`src/hdl/lmrg_pkg.sv`:
```
// ----------------------------------------------------------------------------
// lmrg_pkg
// shared types and constants of the lehmer modular random generator
// ----------------------------------------------------------------------------
package lmrg_pkg;

    localparam int VAL_W     = 31;
    localparam int PROD_W    = 2 * VAL_W;
    localparam int CNT_W     = $clog2(PROD_W);
    localparam int CFG_IDX_W = 2;

    localparam logic [VAL_W-1:0] MULT_RESET = VAL_W'(16807);
    localparam logic [VAL_W-1:0] MOD_RESET  = VAL_W'(2147483647);
    localparam logic [VAL_W-1:0] SEED_RESET = VAL_W'(1);

    // item commands
    localparam logic CMD_DRAW = 1'b0;
    localparam logic CMD_LOAD = 1'b1;

    // register indexes
    localparam logic [CFG_IDX_W-1:0] REG_MULT = CFG_IDX_W'(0);
    localparam logic [CFG_IDX_W-1:0] REG_MOD  = CFG_IDX_W'(1);

    typedef struct packed {
        logic             cmd;
        logic [VAL_W-1:0] seed_value;
    } t_in;

    typedef struct packed {
        logic [VAL_W-1:0] value;
        logic             seed_error;
    } t_out;

    typedef struct packed {
        logic                 we;
        logic [CFG_IDX_W-1:0] index;
        logic [VAL_W-1:0]     data;
    } t_cfg_wr;

    // controller to datapath commands
    typedef struct packed {
        logic take;
        logic mul;
        logic red;
        logic fin;
        logic out_load;
    } t_dp_cmd;

    typedef enum logic [4:0] {
        ST_IDLE = 5'b00001,
        ST_MUL  = 5'b00010,
        ST_RED  = 5'b00100,
        ST_FIN  = 5'b01000,
        ST_DONE = 5'b10000
    } t_state;

endpackage

```
`src/hdl/lmrg_dp.sv`:
```
// ----------------------------------------------------------------------------
// lmrg_dp
// seed, config registers, multiplier and bit-serial modular reduction
// ----------------------------------------------------------------------------
module lmrg_dp (
    input  logic             i_clk,
    input  logic             i_rst_n,
    input  lmrg_pkg::t_dp_cmd i_cmd,
    input  lmrg_pkg::t_in    i_in,
    input  lmrg_pkg::t_cfg_wr i_cfg,
    output lmrg_pkg::t_out   o_out
);

    logic [lmrg_pkg::VAL_W-1:0]  r_mult;
    logic [lmrg_pkg::VAL_W-1:0]  r_mod;
    logic [lmrg_pkg::VAL_W-1:0]  r_seed;
    logic                        r_err;
    logic [lmrg_pkg::PROD_W-1:0] r_prod;
    logic [lmrg_pkg::VAL_W-1:0]  r_low;
    logic [lmrg_pkg::VAL_W-1:0]  r_rem;
    lmrg_pkg::t_out              r_out;

    logic [lmrg_pkg::PROD_W-1:0] n_prod;
    logic [lmrg_pkg::VAL_W:0]    w_shift;
    logic [lmrg_pkg::VAL_W:0]    w_mod_ext;
    logic [lmrg_pkg::VAL_W:0]    w_diff;
    logic [lmrg_pkg::VAL_W-1:0]  n_rem;
    logic                        w_mod_zero;

    assign n_prod     = lmrg_pkg::PROD_W'(r_mult) * lmrg_pkg::PROD_W'(r_seed);
    assign w_shift    = {r_rem, r_prod[lmrg_pkg::PROD_W-1]};
    assign w_mod_ext  = {1'b0, r_mod};
    assign w_diff     = w_shift - w_mod_ext;
    assign n_rem      = (w_shift >= w_mod_ext) ? w_diff[lmrg_pkg::VAL_W-1:0]
                                               : w_shift[lmrg_pkg::VAL_W-1:0];
    assign w_mod_zero = (r_mod == '0);

    // control state: config and seed
    always_ff @(posedge i_clk) begin
        if (!i_rst_n) begin
            r_mult <= lmrg_pkg::MULT_RESET;
            r_mod  <= lmrg_pkg::MOD_RESET;
            r_seed <= lmrg_pkg::SEED_RESET;
        end else begin
            if (i_cfg.we && i_cfg.index == lmrg_pkg::REG_MULT) begin
                r_mult <= i_cfg.data;
            end
            if (i_cfg.we && i_cfg.index == lmrg_pkg::REG_MOD) begin
                r_mod <= i_cfg.data;
            end
            if (i_cmd.take && i_in.cmd == lmrg_pkg::CMD_LOAD && i_in.seed_value != '0) begin
                r_seed <= i_in.seed_value;
            end else if (i_cmd.fin) begin
                r_seed <= w_mod_zero ? r_low : r_rem;
            end
        end
    end

    // payload
    always_ff @(posedge i_clk) begin
        if (i_cmd.take) begin
            r_err <= (i_in.cmd == lmrg_pkg::CMD_LOAD) && (i_in.seed_value == '0);
        end
        if (i_cmd.mul) begin
            r_prod <= n_prod;
            r_low  <= n_prod[lmrg_pkg::VAL_W-1:0];
            r_rem  <= '0;
        end else if (i_cmd.red) begin
            r_prod <= {r_prod[lmrg_pkg::PROD_W-2:0], 1'b0};
            r_rem  <= n_rem;
        end
        if (i_cmd.out_load) begin
            r_out.value      <= r_seed;
            r_out.seed_error <= r_err;
        end
    end

    assign o_out = r_out;

    a_rem_below_mod : assert property (@(posedge i_clk) disable iff (!i_rst_n)
        i_cmd.red |=> (r_rem < r_mod) || w_mod_zero)
        else $error("remainder not below modulus");

    a_draw_below_mod : assert property (@(posedge i_clk) disable iff (!i_rst_n)
        (i_cmd.fin && !w_mod_zero) |=> (r_seed < r_mod))
        else $error("drawn seed not below modulus");

endmodule

```
`src/hdl/lmrg_ctrl.sv`:
```
// ----------------------------------------------------------------------------
// lmrg_ctrl
// sequencer for load and draw items and the output register handshake
// ----------------------------------------------------------------------------
module lmrg_ctrl (
    input  logic              i_clk,
    input  logic              i_rst_n,
    input  logic              i_in_valid,
    input  logic              i_in_cmd,
    output logic              o_in_ready,
    input  logic              i_out_ready,
    output logic              o_out_valid,
    output lmrg_pkg::t_dp_cmd o_cmd
);

    lmrg_pkg::t_state           r_state, n_state;
    logic [lmrg_pkg::CNT_W-1:0] r_cnt, n_cnt;
    logic                       r_out_valid;
    logic                       w_accept;
    logic                       w_last;

    assign o_in_ready = (r_state == lmrg_pkg::ST_IDLE);
    assign w_accept   = i_in_valid && o_in_ready;
    assign w_last     = (r_cnt == lmrg_pkg::CNT_W'(lmrg_pkg::PROD_W - 1));

    always_comb begin
        o_cmd.take     = w_accept;
        o_cmd.mul      = (r_state == lmrg_pkg::ST_MUL);
        o_cmd.red      = (r_state == lmrg_pkg::ST_RED);
        o_cmd.fin      = (r_state == lmrg_pkg::ST_FIN);
        o_cmd.out_load = (r_state == lmrg_pkg::ST_DONE) && (!r_out_valid || i_out_ready);
    end

    always_comb begin
        n_state = r_state;
        n_cnt   = r_cnt;
        case (r_state)
            lmrg_pkg::ST_IDLE: begin
                if (w_accept) begin
                    n_state = (i_in_cmd == lmrg_pkg::CMD_LOAD) ? lmrg_pkg::ST_DONE
                                                               : lmrg_pkg::ST_MUL;
                end
            end
            lmrg_pkg::ST_MUL: begin
                n_cnt   = '0;
                n_state = lmrg_pkg::ST_RED;
            end
            lmrg_pkg::ST_RED: begin
                n_cnt = r_cnt + 1'b1;
                if (w_last) begin
                    n_state = lmrg_pkg::ST_FIN;
                end
            end
            lmrg_pkg::ST_FIN: begin
                n_state = lmrg_pkg::ST_DONE;
            end
            lmrg_pkg::ST_DONE: begin
                if (o_cmd.out_load) begin
                    n_state = lmrg_pkg::ST_IDLE;
                end
            end
            default: begin
                n_state = lmrg_pkg::ST_IDLE;
            end
        endcase
    end

    always_ff @(posedge i_clk) begin
        if (!i_rst_n) begin
            r_state     <= lmrg_pkg::ST_IDLE;
            r_cnt       <= '0;
            r_out_valid <= 1'b0;
        end else begin
            r_state <= n_state;
            r_cnt   <= n_cnt;
            if (o_cmd.out_load) begin
                r_out_valid <= 1'b1;
            end else if (i_out_ready) begin
                r_out_valid <= 1'b0;
            end
        end
    end

    assign o_out_valid = r_out_valid;

    a_busy_after_accept : assert property (@(posedge i_clk) disable iff (!i_rst_n)
        w_accept |=> !o_in_ready)
        else $error("input taken twice in a row");

    a_cnt_in_range : assert property (@(posedge i_clk) disable iff (!i_rst_n)
        (r_state == lmrg_pkg::ST_RED) |-> (r_cnt < lmrg_pkg::CNT_W'(lmrg_pkg::PROD_W)))
        else $error("reduction counter overran");

    a_no_overwrite : assert property (@(posedge i_clk) disable iff (!i_rst_n)
        o_cmd.out_load |-> (!r_out_valid || i_out_ready))
        else $error("pending result overwritten");

endmodule

```
`src/hdl/lehmer_modular_random_generator.sv`:
```
// ----------------------------------------------------------------------------
// lehmer_modular_random_generator
// multiplicative congruential generator, seed <= (multiplier * seed) mod modulus
// ----------------------------------------------------------------------------
// draw: 62-bit product, then a 62-step bit-serial reduction and the seed update;
//   modulus 0 gives the product mod 2^31
// load: no arithmetic; next item taken once the output register holds the result
// reset (synchronous, active low): seed 1, multiplier 16807, modulus 2^31-1,
//   no result pending; config writes are taken every cycle
module lehmer_modular_random_generator (
    input  logic                              i_clk,
    input  logic                              i_rst_n,
    // item input
    input  logic                              i_in_valid,
    output logic                              o_in_ready,
    input  lmrg_pkg::t_in                     i_in_data,
    // result output
    output logic                              o_out_valid,
    input  logic                              i_out_ready,
    output lmrg_pkg::t_out                    o_out_data,
    // config write
    input  logic                              i_cfg_valid,
    output logic                              o_cfg_ready,
    input  logic [lmrg_pkg::CFG_IDX_W-1:0]    i_cfg_index,
    input  logic [lmrg_pkg::VAL_W-1:0]        i_cfg_data
);

    lmrg_pkg::t_dp_cmd w_cmd;
    lmrg_pkg::t_cfg_wr w_cfg;

    // config beats are taken in any cycle; writes to unknown indexes drop out
    assign o_cfg_ready = 1'b1;

    always_comb begin
        w_cfg.we    = i_cfg_valid;
        w_cfg.index = i_cfg_index;
        w_cfg.data  = i_cfg_data;
    end

    // sequencer: one item at a time, result parked in the output register
    lmrg_ctrl u_ctrl (
        .i_clk       (i_clk),
        .i_rst_n     (i_rst_n),
        .i_in_valid  (i_in_valid),
        .i_in_cmd    (i_in_data.cmd),
        .o_in_ready  (o_in_ready),
        .i_out_ready (i_out_ready),
        .o_out_valid (o_out_valid),
        .o_cmd       (w_cmd)
    );

    // seed, multiply, shift-subtract remainder, output register
    lmrg_dp u_dp (
        .i_clk   (i_clk),
        .i_rst_n (i_rst_n),
        .i_cmd   (w_cmd),
        .i_in    (i_in_data),
        .i_cfg   (w_cfg),
        .o_out   (o_out_data)
    );

endmodule

```
`config.mk`:
```
export PLATFORM = sky130hd
export DESIGN_NAME = lehmer_modular_random_generator
export DESIGN_NICKNAME = d
export VERILOG_FILES = /design/src/hdl/lmrg_pkg.sv /design/src/hdl/lmrg_dp.sv /design/src/hdl/lmrg_ctrl.sv /design/src/hdl/lehmer_modular_random_generator.sv
export SDC_FILE = /design/constraint.sdc
export NUM_CORES = 2
export LEC_CHECK = 0
export BUFFER_PORTS_ARGS = -buffer_cell sky130_fd_sc_hd__buf_4
export CAP_MARGIN = 20
export CORE_UTILIZATION = 65
export DETAILED_ROUTE_END_ITERATION = 16
export PLACE_DENSITY = 0.9
export SLEW_MARGIN = 40
export SYNTH_ARGS = -nofsm -noshare
export SYNTH_HDL_FRONTEND = slang
export SYNTH_SLANG_ARGS = --single-unit
```
`constraint.sdc`:
```
create_clock -name i_clk -period 9.8 [get_ports i_clk]
set_clock_uncertainty 0.15 [all_clocks]
set_input_delay 0.49 -clock i_clk [delete_from_list [all_inputs] [get_ports i_clk]]
set_output_delay 0.49 -clock i_clk [all_outputs]
set_load 0.005 [all_outputs]
```
* Word level (Yosys, flattened, before mapping)
Cells that the tools add are included.
** Storage, ports and cells
- Bits in registers :: 262
- Bits in latches :: 0
- Bits in writable memories :: 0
- ROM bits :: 0
- Input port bits :: 70
- Output and inout port bits :: 35
- Word-level logic and storage cells :: 57
- Memories :: 0
** Cells by class
- Add/sub/neg operators :: 2
- Multiply operators :: 1
- Divide/modulo/power cells :: 0
- $lt $le $gt $ge :: 1
- Equal/unequal tests :: 10
- Shifts and indexed selects :: 0
- Muxes and demuxes :: 14
- Bitwise logic cells :: 0
- Reductions and logical operators :: 17
** Operator list (count)
- 31-bit 2-to-1 mux :: 4
- 62-bit 2-to-1 mux :: 2
- 31-bit logical NOT :: 2
- 31-bit by 31-bit multiplier with 62-bit output :: 1
- 32-bit by 31-bit >= comparator with 1-bit output :: 1
- 31-bit nonzero test :: 1
- 31-bit subtractor :: 1
- 5-bit one-hot mux with 5 select lines :: 1
- 5-bit 2-to-1 mux :: 4
- 6-bit one-hot mux with 2 select lines :: 1
- 1-bit logical AND :: 7
- 6-bit by 1-bit adder with 6-bit output (second input constant) :: 1
- 6-bit == test (second input constant) :: 1
- 2-bit nonzero test :: 3
- 5-bit by 1-bit == test with 1-bit output (second input constant) :: 1
- 5-bit by 2-bit == test with 1-bit output (second input constant) :: 1
- 5-bit by 3-bit == test with 1-bit output (second input constant) :: 1
- 5-bit by 4-bit == test with 1-bit output (second input constant) :: 1
- 5-bit == test (second input constant) :: 1
- 2-bit != test (second input constant) :: 2
- 3-bit AND reduction :: 1
- 2-bit by 1-bit == test with 1-bit output (second input constant) :: 1
- 2-bit logical NOT :: 1
- 1-bit 2-to-1 mux :: 2
- 3 further kinds :: 3

* Logic depth before layout (Yosys ltp)
- Depth after elaboration :: 5
- Gate-level depth with buffers :: 28
- Depth with buffers taken out :: 27

* By module
A second synthesis with hierarchy kept.
** Second synthesis, totals
- Cell total of the unflattened synthesis :: 4761
- Area total of the unflattened synthesis :: 43681.9 um2
** Modules (own cells, without submodules)
- lmrg_dp :: times used 1, cells an instance 4677, area each 42991.2 um2, seq. area each 6266.0 um2
- lmrg_ctrl :: times used 1, cells an instance 82, area each 679.4 um2, seq. area each 240.2 um2
- lehmer_modular_random_generator :: times used 1, cells an instance 2, area each 11.3 um2, seq. area each 0.0 um2

* Worst setup path after synthesis
No wires, ideal clock.
- Path type :: register to register
- Start :: register u_dp.r_mult[22] in the netlist's numbering
- End :: register u_dp.r_prod[52] in the netlist's numbering (data pin)
- Library setup time :: 0.261 ns
- Arrival :: 6.815 ns
- Required time :: 9.389 ns
- Setup slack :: 2.574 ns
- Stages on the path, launching flop included :: 25
- Buffers on the path :: 2
- Period minus slack after synthesis :: 7.226 ns
- Path through :: dfxtp_1 clkbuf_1 nand2_1 fa_1 inv_1 fa_1 inv_1 fa_1 inv_1 fa_1 fa_1 fa_1 fa_1 fa_1 ha_1 clkbuf_2 a21o_1 a21oi_1 o21ai_0 a221o_1 a31oi_4 o21ai_4 a21oi_2 mux2i_1 nand3_1
** Between the ends
- Word-level cells in the longest chain between the ends :: 2
** RTL lines
- start, declared :: RTL line lmrg_dp.sv:14 : logic [lmrg_pkg::VAL_W-1:0] r_mult;
- start signal, assigned :: RTL line lmrg_dp.sv:41 : r_mult <= lmrg_pkg::MULT_RESET;
- start signal, assigned :: RTL line lmrg_dp.sv:46 : r_mult <= i_cfg.data;
- 31-bit by 31-bit multiplier with 62-bit output :: RTL line lmrg_dp.sv:30 : assign n_prod = lmrg_pkg::PROD_W'(r_mult) * lmrg_pkg::PROD_W'(r_seed);
- 62-bit 2-to-1 mux :: RTL line lmrg_dp.sv:64 : if (i_cmd.mul) begin
- end signal, assigned :: RTL line lmrg_dp.sv:65 : r_prod <= n_prod;
- end signal, assigned :: RTL line lmrg_dp.sv:69 : r_prod <= {r_prod[lmrg_pkg::PROD_W-2:0], 1'b0};
- end, declared :: RTL line lmrg_dp.sv:18 : logic [lmrg_pkg::PROD_W-1:0] r_prod;
No other way between the ends.
A chain may end at the register's enable or synchronous reset.

* Worst setup path in the final report
- Start :: register u_dp.r_seed[22] in the netlist's numbering
- End :: register u_dp.r_prod[59] in the netlist's numbering (data pin)
** Between the ends
- Word-level cells in the longest chain between the ends :: 2
** RTL lines
- start, declared :: RTL line lmrg_dp.sv:16 : logic [lmrg_pkg::VAL_W-1:0] r_seed;
- start signal, assigned :: RTL line lmrg_dp.sv:43 : r_seed <= lmrg_pkg::SEED_RESET;
- start signal, assigned :: RTL line lmrg_dp.sv:52 : r_seed <= i_in.seed_value;
- start signal, assigned :: RTL line lmrg_dp.sv:54 : r_seed <= w_mod_zero ? r_low : r_rem;
- 31-bit by 31-bit multiplier with 62-bit output :: RTL line lmrg_dp.sv:30
- 62-bit 2-to-1 mux :: RTL line lmrg_dp.sv:64
No other way between the ends.

==> out/metrics.csv <==
stage;metric;value;unit
yosys;yosysTopAreaCell;fa_1;
power_and_ir_drop;p_leak;21.9;nW
timing;max_slew_margin;35.0;%
place;place_congestion;1.01;
global_route;grt_max_degree;102;
detailed_routing;vias_per_cell;6.13;
floorplan;start_util;65.7;%
yosys;yosysSeqAreaShare;15.1;%
clock_tree;clk_path_buf_depth;3;
yosys;syn_area;43200;sq um
layout;drive_gt1_share;6.43;%
floorplan;die-height;260;um
power_and_ir_drop;switchingPower;1.84;mW
critical_path;crit_path_end_kind;register;
yosys;synthTopCellsByArea;fa_1 (39%), edfxtp_1 (8.8%), ha_1 (8.3%), inv_1 (7.4%), and2_1 (7.2%);
yosys;synth_edf_count;126;
clock_tree;cts_tree;built;
critical_path;crit_path_start_kind;register;
timing;fin_ws;1.38;ns
yosys;synth_cell_types;89;
floorplan;num_io_pins;105;
timing;final-setup-viol-count;0;
critical_path;cp_max_fo;25;
clock_tree;cts_buffers;26;
layout;final_common_cell;inv_1;
layout;layout.nets;5808;
layout;mostFrequentLayoutCells;inv_1 (849), fa_1 (838), nand2_1 (763);
power_and_ir_drop;combPwrFrac;45.0;%
floorplan;dieArea;67500;sq um
floorplan;coreArea;65700;sq um
detailed_routing;vias;33700;
clock_tree;htree_levels;1;
min_path;hold_class;in -> reg;
detailed_routing;drc;0;
yosys;synthCells;4673;
yosys;yosysTopAreaCellShare;38.9;%
timing;slew_violations;0;
yosys;synthesis.nets;5869;
global_route;track_usage;37.5;%
critical_path;critPathKind;reg -> reg;
status;violations;negative hold slack;
global_route;grt_pass1_vias;36600;
power_and_ir_drop;peakVddDrop;161;uV
detailed_routing;finalWirelength;122000;um
layout;fillers;4555;
status;status;complete, but fails checks;
timing;fmax;119;MHz
clock_tree;cts.clk_slew.worst_paths;0.07;ns
place;io_buffers;103;
global_route;grt_overflow;0;
clock_tree;clkLatencyLatePin;0.58;ns
power_and_ir_drop;power_frac_seq;30.8;%
detailed_routing;postRouteAntennaNets;0;
power_and_ir_drop;pwr-share-clk;24.2;%
timing;rsz0062_at_grt;no;
yosys;synth_seq_cells;262;
critical_path;arrival;8.58;ns
detailed_routing;avgRoutedWirePerCell;22.1;um
yosys;syn-mean-instance-area;9.24;sq um
timing;period_needed;8.42;ns
timing;layout_worst_path_cycle_share;85.9;%
power_and_ir_drop;switching_share;41.8;%
global_route;grt_pass1_wl;195000;um
clock_tree;clockRootBuffer;clkbuf_16;
yosys;synthArstFlopShare;0;%
yosys;synthFlopType;dfxtp_1;
floorplan;rows;94;
critical_path;required;9.96;ns
clock_tree;cts_resized;0;
run;cap_viol_max_count;0;
clock_tree;cts_sinks;262;
power_and_ir_drop;p_int;2.56;mW
detailed_routing;dr.pass1.iters;6;
place;hpwl;93200;um
timing;hold_slack;-0.000351;ns
power_and_ir_drop;total_power;4.39;mW
yosys;ys_warn_count;0;
timing;setup_tns;0;ns
timing;worst_pin_slew;0.975;ns
timing;hold_viol_final;1;
layout;syn2layout_area_growth;5.64;%
floorplan;die_x;260;um
global_route;grt_antenna_before_repair;2;
detailed_routing;drt_iter0_drc;3628;
power_and_ir_drop;power.density;96.3;nW/um^2
place;dp_slack;1.52;ns
critical path, cell delays in order, from the launching register on:
cell,delay (ns)
dfxtp_1,0.94
buf_4,0.47
nand2_1,0.14
fa_1,0.55
inv_1,0.05
fa_1,0.48
fa_1,0.57
fa_1,0.46
fa_1,0.52
fa_1,0.43
fa_1,0.53
inv_1,0.06
fa_1,0.48
inv_1,0.04
ha_1,0.39
nand4_1,0.17
or4_1,0.53
nor4b_2,0.27
nor3_2,0.13
a21oi_2,0.32
a41oi_1,0.19
xor2_1,0.16
o21ai_1,0.07
metal layers:
layer | wire [um] | track usage [%]
met1 | 42100 | 46.5
met2 | 55600 | 59.2
met3 | 14600 | 8.79
met4 | 9300 | 24.2
met5 | 0 | 0
state kept, by name (all words and copies together), names as in the netlist, 6 cells and up:
name and count:
u_dp.r_rem 31, u_dp.r_mod 31, u_dp.r_prod 62, u_ctrl.r_cnt 6, u_dp.r_low 31, u_dp.r_mult 31
u_dp.r_seed 31, u_dp.o_out 32
repair_timing:
item,CTS,global route
hold endpoints to repair,2,0
hold buffers,2,0
buffers inserted,0,0
synth_stat cells, drive strengths merged (10+ instances only):
library cell and number:
a211oi 11, a21boi 32, a21o 45, a21oi 97, a221oi 32, a31oi 16, a32oi 10, and2 499
and3 13, buf 23, clkbuf 255, dfxtp 136, edfxtp 126, fa 838, ha 288, inv 850
mux2i 51, nand2 764, nand3 34, nand4 25, nor2 100, nor2b 41, nor3 22, nor4 20
o211ai 40, o21a 12, o21ai 110, o21bai 15, xnor2 45, xor2 38
through the flow:
| step | instance area [sq um] | hold slack (ns) | util [%] | std cells |
|---|---|---|---|---|
| after floorplan | 43200 | 0.250 | - | 4673 |
| after global placement | 44600 | 0.251 | 67.8 | 5444 |
| after detailed placement | 44700 | 0.259 | 68.0 | 5446 |
| after CTS | 45600 | 0.00850 | 69.3 | 5496 |
| after global routing | 45600 | 0.0104 | 69.4 | 5496 |
| final | 45600 | -0.000351 | 69.4 | 5500 |
final cells by class:
cell class / instances / area, sq um / area share, %
Antenna cell: 4 / 10.0 / 0.0219
Inverter: 851 / 3190 / 7.00
Timing Repair Buffer: 189 / 1470 / 3.23
Tap cell: 864 / 1080 / 2.37
Sequential cell: 262 / 6530 / 14.3
Clock inverter: 13 / 155 / 0.340
Clock buffer: 35 / 736 / 1.61
Multi-Input combinational cell: 3282 / 32400 / 71.1
power groups by stage:
stage | registers (mW) | logic (mW) | clock network, mW
after CTS | 1.34 | 1.93 | 1.05
after floorplan | 1.29 | 1.31 | 0
after global placement | 1.36 | 1.83 | 0
after detailed placement | 1.37 | 1.89 | 0
after global routing | 1.35 | 2.15 | 1.09
final | 1.35 | 1.98 | 1.06
path summary, 6_finish.rpt:
kind	cells after the start	startpoint	to	slack, ns
setup / recovery	22	u_dp.r_seed[22]	u_dp.r_prod[59]	1.38
hold / removal	3	i_cfg_data[7]	u_dp.r_mult[7]	-0.0004
hold reg to reg	0	u_dp.r_err	u_dp.o_out[0]	0.27
setup reg to reg	22	u_dp.r_seed[22]	u_dp.r_prod[59]	1.38
logic make-up (layout without fill, tap and decap cells):
logic type / count (synthesis) / in the layout / synth area share, %
and+or+nand+nor: 1551 / 1551 / 17.4
buffers and inverters: 1129 / 1088 / 9.92
adders and majority gates: 1126 / 1126 / 47.2
AOI/OAI and AO/OA: 467 / 467 / 7.41
DFF: 262 / 262 / 15.1
xor gates and xnor gates: 83 / 83 / 1.68
muxes: 54 / 54 / 1.26
other: 1 / 5 / 0.00869
(Power assumes the default switching activity.)
